### src/rtl/mpo_pkg.sv
// Shared types, constants and codes of the mitred polyline offset block.
package mpo_pkg;

  localparam int MAX_POINTS = 4096;
  localparam int IDX_W = $clog2(MAX_POINTS);

  localparam int PT_W = 24;
  localparam int DIST_W = 21;
  localparam int IDX_OUT_W = 12;
  localparam int MIN_DEN_W = 15;
  localparam logic [MIN_DEN_W-1:0] MIN_DEN_RESET = 15'd3277;

  localparam int UNIT_W = 16;
  localparam int VEC_W = 25;
  localparam int SQ_W = 62;
  localparam int LEN_W = 31;
  localparam int NUM_W = 46;
  localparam int QUO_W = 48;
  localparam int DEN_W = 16;
  localparam int DIV_N_W = 47;
  localparam int DIV_D_W = 32;

  typedef enum logic [3:0] {
    OP_NONE,
    OP_CAPTURE,
    OP_LOAD,
    OP_VEC,
    OP_SQ,
    OP_SQRT_GO,
    OP_SQRT_WAIT,
    OP_DIV_GO,
    OP_DIV_WAIT,
    OP_PROJ_MUL,
    OP_PROJ_SUM,
    OP_MOVE_MUL,
    OP_PUSH,
    OP_UPDATE
  } op_t;

  typedef enum logic [1:0] {VS_IN, VS_OUT, VS_MITRE} vsel_t;
  typedef enum logic [1:0] {TS_A, TS_B, TS_C} tsel_t;
  typedef enum logic [1:0] {DS_UX, DS_UY, DS_MX, DS_MY} dsel_t;
  typedef enum logic [2:0] {UPD_NONE, UPD_FIRST, UPD_SECOND, UPD_SHIFT, UPD_END} upd_t;
  typedef enum logic [1:0] {SRC_RESULT, SRC_FIRST, SRC_INPUT} src_t;
  typedef enum logic [1:0] {IX_PREV, IX_CUR, IX_ZERO, IX_ONE} isel_t;
  typedef enum logic [1:0] {PH_EMPTY, PH_ONE, PH_TWO} phase_t;

  typedef enum logic [4:0] {
    ST_IDLE,
    ST_DISPATCH,
    ST_SHORT_ZERO,
    ST_SHORT_FIRST,
    ST_SHORT_ONE,
    ST_LOAD,
    ST_VEC,
    ST_SQ,
    ST_SQRT_GO,
    ST_SQRT_WAIT,
    ST_UX_GO,
    ST_UX_WAIT,
    ST_UY_GO,
    ST_UY_WAIT,
    ST_PROJ_MUL,
    ST_PROJ_SUM,
    ST_MOVE_MUL,
    ST_MX_GO,
    ST_MX_WAIT,
    ST_MY_GO,
    ST_MY_WAIT,
    ST_PUSH,
    ST_UPDATE
  } state_t;

  typedef struct packed {
    op_t op;
    vsel_t vsel;
    tsel_t tsel;
    dsel_t dsel;
    upd_t upd;
    src_t src;
    isel_t isel;
    logic short_loop;
    logic last_result;
  } cmd_t;

  typedef struct packed {
    logic sqrt_done;
    logic div_done;
    logic vec_zero;
    logic out_free;
    logic in_last;
  } stat_t;

endpackage

### src/rtl/mpo_ctrl.sv
// Controller: sequences loop bookkeeping and the steps of each mitred result.
module mpo_ctrl (
  input  logic           clk,
  input  logic           rst,
  input  logic           in_valid,
  output logic           in_ready,
  input  mpo_pkg::stat_t stat,
  output mpo_pkg::cmd_t  cmd
);
  import mpo_pkg::*;

  state_t state, state_next;
  phase_t phase, phase_next;
  tsel_t rsel, rsel_next;
  vsel_t vsel, vsel_next;

  always_ff @(posedge clk) begin
    if (rst) begin
      state <= ST_IDLE;
      phase <= PH_EMPTY;
      rsel <= TS_A;
      vsel <= VS_IN;
    end else begin
      state <= state_next;
      phase <= phase_next;
      rsel <= rsel_next;
      vsel <= vsel_next;
    end
  end

  always_comb begin
    state_next = state;
    phase_next = phase;
    rsel_next = rsel;
    vsel_next = vsel;
    in_ready = 1'b0;
    cmd = '0;
    cmd.vsel = vsel;
    cmd.tsel = rsel;
    case (state)
      ST_IDLE: begin
        in_ready = 1'b1;
        if (in_valid) begin
          cmd.op = OP_CAPTURE;
          state_next = ST_DISPATCH;
        end
      end
      ST_DISPATCH: begin
        case (phase)
          PH_EMPTY: begin
            cmd.op = OP_UPDATE;
            cmd.upd = UPD_FIRST;
            if (stat.in_last) begin
              state_next = ST_SHORT_ZERO;
            end else begin
              phase_next = PH_ONE;
              state_next = ST_IDLE;
            end
          end
          PH_ONE: begin
            cmd.op = OP_UPDATE;
            cmd.upd = UPD_SECOND;
            if (stat.in_last) begin
              phase_next = PH_EMPTY;
              state_next = ST_SHORT_FIRST;
            end else begin
              phase_next = PH_TWO;
              state_next = ST_IDLE;
            end
          end
          default: begin
            rsel_next = TS_A;
            state_next = ST_LOAD;
          end
        endcase
      end
      ST_SHORT_ZERO: begin
        cmd.op = OP_PUSH;
        cmd.src = SRC_INPUT;
        cmd.isel = IX_ZERO;
        cmd.short_loop = 1'b1;
        cmd.last_result = 1'b1;
        if (stat.out_free) begin
          state_next = ST_IDLE;
        end
      end
      ST_SHORT_FIRST: begin
        cmd.op = OP_PUSH;
        cmd.src = SRC_FIRST;
        cmd.isel = IX_ZERO;
        cmd.short_loop = 1'b1;
        if (stat.out_free) begin
          state_next = ST_SHORT_ONE;
        end
      end
      ST_SHORT_ONE: begin
        cmd.op = OP_PUSH;
        cmd.src = SRC_INPUT;
        cmd.isel = IX_ONE;
        cmd.short_loop = 1'b1;
        cmd.last_result = 1'b1;
        if (stat.out_free) begin
          state_next = ST_IDLE;
        end
      end
      ST_LOAD: begin
        cmd.op = OP_LOAD;
        vsel_next = VS_IN;
        state_next = ST_VEC;
      end
      ST_VEC: begin
        cmd.op = OP_VEC;
        state_next = ST_SQ;
      end
      ST_SQ: begin
        if (stat.vec_zero) begin
          case (vsel)
            VS_IN: begin
              vsel_next = VS_OUT;
              state_next = ST_VEC;
            end
            VS_OUT: begin
              vsel_next = VS_MITRE;
              state_next = ST_VEC;
            end
            default: state_next = ST_PROJ_MUL;
          endcase
        end else begin
          cmd.op = OP_SQ;
          state_next = ST_SQRT_GO;
        end
      end
      ST_SQRT_GO: begin
        cmd.op = OP_SQRT_GO;
        state_next = ST_SQRT_WAIT;
      end
      ST_SQRT_WAIT: begin
        cmd.op = OP_SQRT_WAIT;
        if (stat.sqrt_done) begin
          state_next = ST_UX_GO;
        end
      end
      ST_UX_GO: begin
        cmd.op = OP_DIV_GO;
        cmd.dsel = DS_UX;
        state_next = ST_UX_WAIT;
      end
      ST_UX_WAIT: begin
        cmd.op = OP_DIV_WAIT;
        cmd.dsel = DS_UX;
        if (stat.div_done) begin
          state_next = ST_UY_GO;
        end
      end
      ST_UY_GO: begin
        cmd.op = OP_DIV_GO;
        cmd.dsel = DS_UY;
        state_next = ST_UY_WAIT;
      end
      ST_UY_WAIT: begin
        cmd.op = OP_DIV_WAIT;
        cmd.dsel = DS_UY;
        if (stat.div_done) begin
          case (vsel)
            VS_IN: begin
              vsel_next = VS_OUT;
              state_next = ST_VEC;
            end
            VS_OUT: begin
              vsel_next = VS_MITRE;
              state_next = ST_VEC;
            end
            default: state_next = ST_PROJ_MUL;
          endcase
        end
      end
      ST_PROJ_MUL: begin
        cmd.op = OP_PROJ_MUL;
        state_next = ST_PROJ_SUM;
      end
      ST_PROJ_SUM: begin
        cmd.op = OP_PROJ_SUM;
        state_next = ST_MOVE_MUL;
      end
      ST_MOVE_MUL: begin
        cmd.op = OP_MOVE_MUL;
        state_next = ST_MX_GO;
      end
      ST_MX_GO: begin
        cmd.op = OP_DIV_GO;
        cmd.dsel = DS_MX;
        state_next = ST_MX_WAIT;
      end
      ST_MX_WAIT: begin
        cmd.op = OP_DIV_WAIT;
        cmd.dsel = DS_MX;
        if (stat.div_done) begin
          state_next = ST_MY_GO;
        end
      end
      ST_MY_GO: begin
        cmd.op = OP_DIV_GO;
        cmd.dsel = DS_MY;
        state_next = ST_MY_WAIT;
      end
      ST_MY_WAIT: begin
        cmd.op = OP_DIV_WAIT;
        cmd.dsel = DS_MY;
        if (stat.div_done) begin
          state_next = ST_PUSH;
        end
      end
      ST_PUSH: begin
        cmd.op = OP_PUSH;
        cmd.src = SRC_RESULT;
        case (rsel)
          TS_A:    cmd.isel = IX_PREV;
          TS_B:    cmd.isel = IX_CUR;
          default: cmd.isel = IX_ZERO;
        endcase
        cmd.last_result = (rsel == TS_C);
        if (stat.out_free) begin
          case (rsel)
            TS_A: begin
              if (stat.in_last) begin
                rsel_next = TS_B;
                state_next = ST_LOAD;
              end else begin
                state_next = ST_UPDATE;
              end
            end
            TS_B: begin
              rsel_next = TS_C;
              state_next = ST_LOAD;
            end
            default: begin
              state_next = ST_UPDATE;
            end
          endcase
        end
      end
      ST_UPDATE: begin
        cmd.op = OP_UPDATE;
        if (rsel == TS_C) begin
          cmd.upd = UPD_END;
          phase_next = PH_EMPTY;
        end else begin
          cmd.upd = UPD_SHIFT;
        end
        state_next = ST_IDLE;
      end
      default: begin
        state_next = ST_IDLE;
      end
    endcase
  end

endmodule

### config.mk
export PLATFORM = sky130hd
export DESIGN_NAME = mpo_ctrl
export DESIGN_NICKNAME = d
export VERILOG_FILES = /design/src/rtl/mpo_pkg.sv /design/src/rtl/mpo_ctrl.sv
export SDC_FILE = /design/constraint.sdc
export NUM_CORES = 1
export LEC_CHECK = 0
export ABC_AREA = 1
export BUFFER_PORTS_ARGS = -buffer_cell sky130_fd_sc_hd__buf_2
export CAP_MARGIN = 20
export CORE_MARGIN = 2
export CORE_UTILIZATION = 35
export CTS_CLUSTER_DIAMETER = 40
export CTS_CLUSTER_SIZE = 28
export DETAILED_ROUTE_END_ITERATION = 7
export HOLD_SLACK_MARGIN = 0.12
export SETUP_SLACK_MARGIN = 0.05
export SLEW_MARGIN = 20
export SYNTH_ARGS = -nofsm -noshare
export SYNTH_HDL_FRONTEND = slang
export SYNTH_SLANG_ARGS = --single-unit
### constraint.sdc
create_clock -name clk -period 1.85 [get_ports clk]
set_input_delay 0.185 -clock clk [delete_from_list [all_inputs] [get_ports clk]]
set_output_delay 0.185 -clock clk [all_outputs]
set_load 0.01 [all_outputs]
# ---- Word-level counts from Yosys, hierarchy flattened
# Index checks and enable logic that the tools add are counted.
dict set report word_totals {
  register_bits 11
  input_bits 8
  out_inout_bits 20
  word_cells 111
}
dict set report op_classes {
  eq_ne 42
  muxes 44
  n_reduce_logical 21
}
# operator n
set ops {}
lappend ops {{$pmux W5 S21} 1}
lappend ops {{$pmux W4 S14} 1}
lappend ops {{$mux W5} 11}
lappend ops {{$eq A5 B4 Y1 const B} 8}
lappend ops {{$eq A5 B5 Y1 const B} 7}
lappend ops {{$pmux W2 S2} 7}
lappend ops {{$ne A2 B2 Y1 const B} 11}
lappend ops {{$eq A5 B3 Y1 const B} 4}
lappend ops {{$mux W2} 10}
lappend ops {{$pmux W5 S2} 2}
lappend ops {{$pmux W4 S4} 1}
lappend ops {{$pmux W2 S3} 2}
lappend ops {{$reduce_or A2 Y1} 6}
lappend ops {{$reduce_or A4 Y1} 3}
lappend ops {{$eq A5 B2 Y1 const B} 2}
lappend ops {{$reduce_and A9 Y1} 1}
lappend ops {{$mux W4} 2}
lappend ops {{$eq A2 B1 Y1 const B} 3}
lappend ops {{$logic_not A2 Y1} 3}
lappend ops {{$mux W3} 2}
lappend ops {{$ne A3 B1 Y1 const B} 2}
lappend ops {{$ne A3 B3 Y1 const B} 2}
lappend ops {{$pmux W3 S2} 1}
lappend ops {{$eq A5 B1 Y1 const B} 1}
lappend ops {{other kinds (11)} 14}

# ---- Longest topological paths before layout
# Gate-level depths: netlist of run 1.
dict set report logic_depth {
  depth_word 5
  mapped_depth 11
  depth_no_buf 10
}

# ---- Worst setup path after synthesis of run 1
# OpenSTA, ideal clock, no wires.
dict set report synth_timing {
  path_type {register to output}
  from {register state[1]}
  to {output port cmd[17] in the netlist's numbering}
  t_arrival_ps 1323
  t_required_ps 1665
  setup_slack_ps 342
  path_stages_with_launch 11
  cell_sequence {dfxtp_1 buf_6 inv_6 nand2_2 nor2_1 nand2_1 o21ai_4 nor2_1 inv_2 nor3_1 nand3_1}
}
# item line_no
set synth_rtl {}
lappend synth_rtl {{start, declared} mpo_ctrl.sv:12} ;# state_t state, state_next;
lappend synth_rtl {{start signal, assigned} mpo_ctrl.sv:24} ;# state <= state_next;
lappend synth_rtl {{end, declared} mpo_ctrl.sv:8} ;# output mpo_pkg::cmd_t cmd

==> impl_metrics.yaml, run 1 <==
outcome:
  outcome: "completed"
timing:
  tns_ns: 0
  fmax_ghz: 0.541
  period_needed_ns: 1.85
  rsz0062_at_grt: "true"
  final.period_utilization_pct: 99.9
  slew_headroom_pct: 76.3
  hold_viol: 0
  holdWs_ns: 0.210
  timing.final.ws_setup_ns: 0.00252
  fin_skew_ns: 0.000317
  setup_viol: 0
  tightest_slew_ns: 0.353
  maxSlewViolCount: 0
drt:
  route.antenna.remaining_nets: 0
  vias: 1657
  drt_pre_antenna_iters: 6
  drc: 0
  dr.first_iter.drc_count: 119
  vias_per_cell: 5.23
  avgRoutedWirePerCell_um: 14.4
  drt-total-wl_mm: 4.56
clock_tree:
  htreeDepth: 1
  cts_tree: "done"
  cts_buffer_depth: 2
  clock_latency_ns: 0.24
  cts_root_buf: "clkbuf_8"
  cts_hold_repair.buffers: 0
  cts_sinks: 11
  cts_inserted_buffers: 3
  clkTransAtPathRegs_ns: 0.05
logic_synthesis:
  synth-edff-count: 0
  synth_top_family_by_area: "simple AND/OR/NAND/NOR gates"
  async_reset_ff_share_pct: 0
  yosysMostFrequentCell: "nand2_1"
  synth_compound_area_share_pct: 11.5
  synth_top_area_cell: "nand2_1"
  syn_nets: 232
  synth_top_area_share_pct: 18.3
  synth_fa_ha_area_share_pct: 0
  synth_xor_area_share_pct: 0
  synthSimpleGateAreaFrac_pct: 59.6
  yosys_warnings: 0
  syn_area_per_cell_sq_um: 5.78
  yosys_register_bits: 11
  synthTopCellsByCount: "nand2_1 (63), nor2_1 (32), nand3_1 (22)"
  synth_cells: 224
  synthMuxAreaShare_pct: 0
  yosysSeqAreaShare_pct: 17.0
  syn_area_sq_um: 1290
  yosysUniqueCellTypes: 30
  synth_area_leaders: "nand2_1 (18%), dfxtp_1 (17%), nor2_1 (9.3%)"
  synth_ff_type: "dfxtp_1"
placed_design:
  hpwlAfterDp_mm: 3.42
  port_buffers: 27
  placed_area_sq_um: 1510
  pre_cts_slack_ns: 0.0828
  gp_congestion: 0.984
power_and_ir_drop:
  swShare_pct: 46.4
  cellPowerDensity_nw_per_um2: 781
  seq_power_share_pct: 22.9
  power_frac_comb_pct: 59.4
  p_clk_share_pct: 17.7
  intPower_w: 0.000740
  p_leak_nw: 0.916
  p_sw_w: 0.000641
  max-vdd-ir-drop_uv: 575
floorplan:
  coreArea_sq_um: 3610
  die_h_um: 64.8
  initial_core_util_pct: 35.9
  die_w_um: 64.8
  io-pin-count: 28
  dieArea_sq_um: 4200
  rows: 22
critical_path:
  start_kind: "register"
  critPathCaptureType: "output port"
  critical_path_class: "register to output port"
  arrival_ns: 1.66
  required_ns: 1.66
  cp_max_fo: 8
cells_and_area:
  antenna_cells: 0
  drive_above_1_share_pct: 39.0
  fin_nets: 278
  area_growth_pct: 36.6
  finalInstanceArea_sq_um: 1770
grt:
  grt_pass1_wl_mm: 6.98
  grt_antenna_before_repair: 0
  grt_remaining_overflow: 0
  grt_pass1_vias: 1451
  grt_start_max_net_pins: 10
  track_usage_pct: 21.6
hold_path:
  hold_class: "input port to register"
run:
  cap_violations: 0
==> final cells by class <==
class	count	area [sq um]
fillers	367	1840
multi-input cells	180	1010
repair buffers	46	300
flip-flops and latches	11	239
inverters	28	115
well taps	48	60.1
clock buffers	4	45.0
==> registers in the layout (all words and copies together), names as in the netlist <==
name   count
phase      2
rsel       2
vsel       2
state      5
==> timing repair <==
item                                    CTS  global route
endpoints found under the setup margin    8            11
buffers inserted                          4             7
hold endpoints to repair                  0             0
gates resized for setup                   8            33
pin swaps                                 4            11
==> power by group through the flow <==
stage / Clock, W / Sequential (W) / Combinational (W)
finish: 0.000245 / 0.000316 / 0.000821
global route: 0.000262 / 0.000321 / 0.000906
CTS: 0.000254 / 0.000305 / 0.000733
detailed placement: 0 / 0.000310 / 0.000720
global placement: 0 / 0.000309 / 0.000729
floorplan: 0 / 0.000300 / 0.000521
==> per-stage QoR <==
step / instances / power [W] / utilization (%)
finish: 317 / 0.00138 / 49.1
global route: 317 / 0.00149 / 49.1
CTS: 310 / 0.00129 / 44.5
detailed placement: 302 / 0.00103 / 41.8
global placement: 302 / 0.00104 / 41.8
floorplan: 224 / 0.000822 / -
==> critical path, stage by stage, from the launching register on <==
cell	delay, ns
dfxtp_4	0.38
nor2_4	0.28
nand3_1	0.16
nand2_1	0.15
inv_1	0.07
nand2_1	0.11
nor3_4	0.05
nand3_1	0.08
buf_2	0.13
==> routing by layer <==
| metal | up-vias | share of wire (%) | GRT usage (%) |
|---|---|---|---|
| met5 | - | 0 | 0 |
| met3 | 25 | 8.3 | 2.60 |
| met2 | 86 | 46 | 33.6 |
| met4 | 0 | 3.9 | 10.9 |
| met1 | 724 | 42 | 29.2 |
| li1 | 822 | - | - |
==> final timing paths <==
| path | from | endpoint | slack, ns | cells after the start |
|---|---|---|---|---|
| max reg2reg | state[1] | vsel[0] | 0.21 | 10 |
| min reg2reg | vsel[0] | vsel[0] | 0.51 | 2 |
| min | rst | state[2] | 0.21 | 2 |
| max | state[2] | cmd[18] | 0.003 | 8 |
==> placed cells by master, fill, tap and decap left out, drive strengths merged, types with 4 or more instances in the layout <==
cell type / count
nor3: 6
o21ai: 14
nor2: 43
dfxtp: 11
nand2: 69
nand4: 8
a21oi: 10
inv: 28
buf: 46
clkbuf: 4
nand3: 26
==> kinds of logic (layout without fill, tap and decap cells) <==
| kind of cell | Yosys count | count (layout) |
|---|---|---|
| DFF | 11 | 11 |
| and+or+nand+nor | 154 | 154 |
| buffers and inverters | 33 | 78 |
| AOI/OAI and AO/OA | 26 | 26 |
Power figures use the tool's default switching activity.
==> run 2, diff against run 1 <==
--- a/config.mk
+++ b/config.mk
@@ -5,15 +5,14 @@
 export SDC_FILE = /design/constraint.sdc
 export NUM_CORES = 1
 export LEC_CHECK = 0
-export ABC_AREA = 1
 export BUFFER_PORTS_ARGS = -buffer_cell sky130_fd_sc_hd__buf_2
 export CAP_MARGIN = 20
 export CORE_MARGIN = 2
-export CORE_UTILIZATION = 35
-export CTS_CLUSTER_DIAMETER = 40
+export CORE_UTILIZATION = 45
 export CTS_CLUSTER_SIZE = 28
 export DETAILED_ROUTE_END_ITERATION = 7
 export HOLD_SLACK_MARGIN = 0.12
+export PLACE_DENSITY = 0.68
 export SETUP_SLACK_MARGIN = 0.05
 export SLEW_MARGIN = 20
 export SYNTH_ARGS = -nofsm -noshare
==> impl_metrics.yaml, run 2 <==
hold_path:
  hold_start: "rst"
  hold_class: "input port to register"
  worstHoldPathCells: 2
  hold_path_end: "vsel[0]"
logic_synthesis:
  synth_top_area_share_pct: 16.8
  yosys_warnings: 0
  synth-edff-count: 0
  synth_ff_type: "dfxtp_1"
  yosysSeqAreaShare_pct: 16.8
  yosys_register_bits: 11
  syn_area_per_cell_sq_um: 6.92
  syn_nets: 197
  async_reset_ff_share_pct: 0
  synth_area_leaders: "dfxtp_1 (17%), a21oi_1 (6.5%), o21ai_0 (5.7%)"
  synthTopCellsByCount: "nor2_1 (19), a21oi_1 (17), o21ai_0 (15)"
  yosysMostFrequentCell: "nor2_1"
  synth_cells: 189
  synth_top_area_cell: "dfxtp_1"
  syn_area_sq_um: 1310
  yosysUniqueCellTypes: 51
placed_design:
  hpwlAfterDp_mm: 3.27
  port_buffers: 27
  pre_cts_slack_ns: 0.00125
  dp.cells: 255
  gp_congestion: 0.921
clock_tree:
  cts_root_buf: "clkbuf_4"
  cts_tree: "done"
  cts_inserted_buffers: 3
  cts_sinks: 11
  cts_buffer_depth: 2
  clkTransAtPathRegs_ns: 0.08
  clock_latency_ns: 0.28
  htreeDepth: 1
grt:
  grt_pass1_wl_mm: 7.62
  grt_remaining_overflow: 0
  met2_usage_pct: 50.5
  track_usage_pct: 29.4
  grt_pass1_vias: 1648
  use_met1_pct: 35.0
  grt_start_max_net_pins: 14
  busiest_layer: "met2"
  globalRouteMet3Util_pct: 7.59
  grt_antenna_before_repair: 0
critical_path:
  required_ns: 1.66
  r2r-start: "state[1]"
  r2r_cells: 7
  cp_max_fo: 4
  r2r_end: "state[1]"
  critical_path_class: "register to output port"
  reg2reg_slack_ns: -0.02
  arrival_ns: 1.71
  critPathCaptureType: "output port"
  start_kind: "register"
drt:
  avgRoutedWirePerCell_um: 18.8
  vias_per_cell: 6.37
  vias: 1776
  route.antenna.remaining_nets: 0
  drt-total-wl_mm: 5.25
  dr.first_iter.drc_count: 185
  drt_pre_antenna_iters: 5
  drc: 0
power_and_ir_drop:
  intPower_w: 0.000778
  cellPowerDensity_nw_per_um2: 679
  max-vdd-ir-drop_uv: 515
  swShare_pct: 42.9
  power_frac_comb_pct: 65.1
  p_leak_nw: 0.892
  p_clk_share_pct: 12.9
  p_sw_w: 0.000584
  p_total_w: 0.00136
  seq_power_share_pct: 22.0
timing:
  slew_headroom_pct: 71.4
  fmax_ghz: 0.527
  tightest_slew_ns: 0.425
  period_needed_ns: 1.90
  timing.final.ws_setup_ns: -0.0463
  holdWs_ns: 0.241
  rsz0062_at_grt: "true"
  hold_viol: 0
  final.period_utilization_pct: 103
  setup_viol: 3
  fin_skew_ns: 0.00884
  maxSlewViolCount: 0
cells_and_area:
  layout_commonest_cell: "buf_4"
  drive_above_1_share_pct: 45.6
  largest_reg_flops: 5
  fin_cells: 279
  postLayoutCoreUtil_pct: 72.7
  regMostFlops: "state"
  final_cell_mix: "buf_4 (33), buf_2 (26), a21oi_1 (17), nor2_1 (17)"
  antenna_cells: 0
  fin_nets: 257
  area_growth_pct: 53.3
floorplan:
  io-pin-count: 28
  coreArea_sq_um: 2760
  die_h_um: 57.9
  dieArea_sq_um: 3360
  die_w_um: 57.9
  rows: 19
  initial_core_util_pct: 47.5
outcome:
  outcome: "finished, violations left"
  violations: "setup timing"
run:
  cap_violations: 0
-- run 2: how the worst max path moves through the flow --
stage          startpoint  endpoint  slack (ns)  cells past startpoint
2_1_floorplan    state[3]    cmd[3]        0.24                      5
3_3_place_gp     state[1]   cmd[16]        0.04                      6
3_5_place_dp     state[1]   cmd[16]       0.001                      6
4_1_cts          state[1]   cmd[18]       0.002                      6
5_1_grt          state[2]    cmd[3]       -0.08                      6
6_report         state[2]    cmd[3]       -0.05                      6
-- run 2: cell families (layout without fill, tap and decap cells) --
group                     Yosys count  count (layout)  share of synthesized area (%)
and+or+nand+nor                    79              79                           33.7
muxes                               2               2                           1.53
xor gates and xnor gates            4               4                           2.68
AOI/OAI and AO/OA                  68              68                           34.3
buffers and inverters              25              84                           10.9
DFF                                11              11                           16.8
-- run 2: cell type report --
type                            count  area, sq um
Clock buffer                        4         26.3
Inverter                            8         30.0
Sequential cell                    11          239
Tap cell                           31         38.8
Multi-Input combinational cell    153         1100
Fill cell                         212          752
Timing Repair Buffer               72          572
-- run 2: power groups by stage --
stage,Sequential (W),Clock (W),Combinational [W]
6_report,0.000300,0.000175,0.000887
3_5_place_dp,0.000302,0,0.000625
3_3_place_gp,0.000302,0,0.000621
4_1_cts,0.000288,0.000170,0.000716
2_1_floorplan,0.000273,0,0.000437
5_1_grt,0.000300,0.000184,0.000947
-- run 2: what timing repair did --
item                       in CTS  in global routing
pin swaps                       0                 11
setup buffers                  10                  9
setup endpoints to repair      20                 18
gates resized for setup        25                 38
hold buffers                    0                  0
gates cloned                    1                  0
-- run 2: through the flow --
stage / instance area [sq um] / setup TNS [ns]
after global routing: 2010 / -0.368
after detailed placement: 1570 / 0
after floorplan: 1310 / 0
after global placement: 1570 / 0
after CTS: 1790 / 0
final: 2010 / -0.105
-- run 2: routing by layer --
metal / share of wire [%] / up-vias / wire length [um]
met2: 50 / 93 / 2600
li1: - / 809 / -
met4: 4.3 / 0 / 224
met3: 7.6 / 32 / 398
met1: 39 / 842 / 2030
met5: 0 / - / 0
-- run 2: worst max-delay path, stage by stage, from the launching register on --
cell	delay (ns)
dfxtp_4	0.38
buf_6	0.14
xnor2_4	0.14
or4_4	0.45
o21ai_2	0.09
a21o_1	0.11
buf_2	0.12
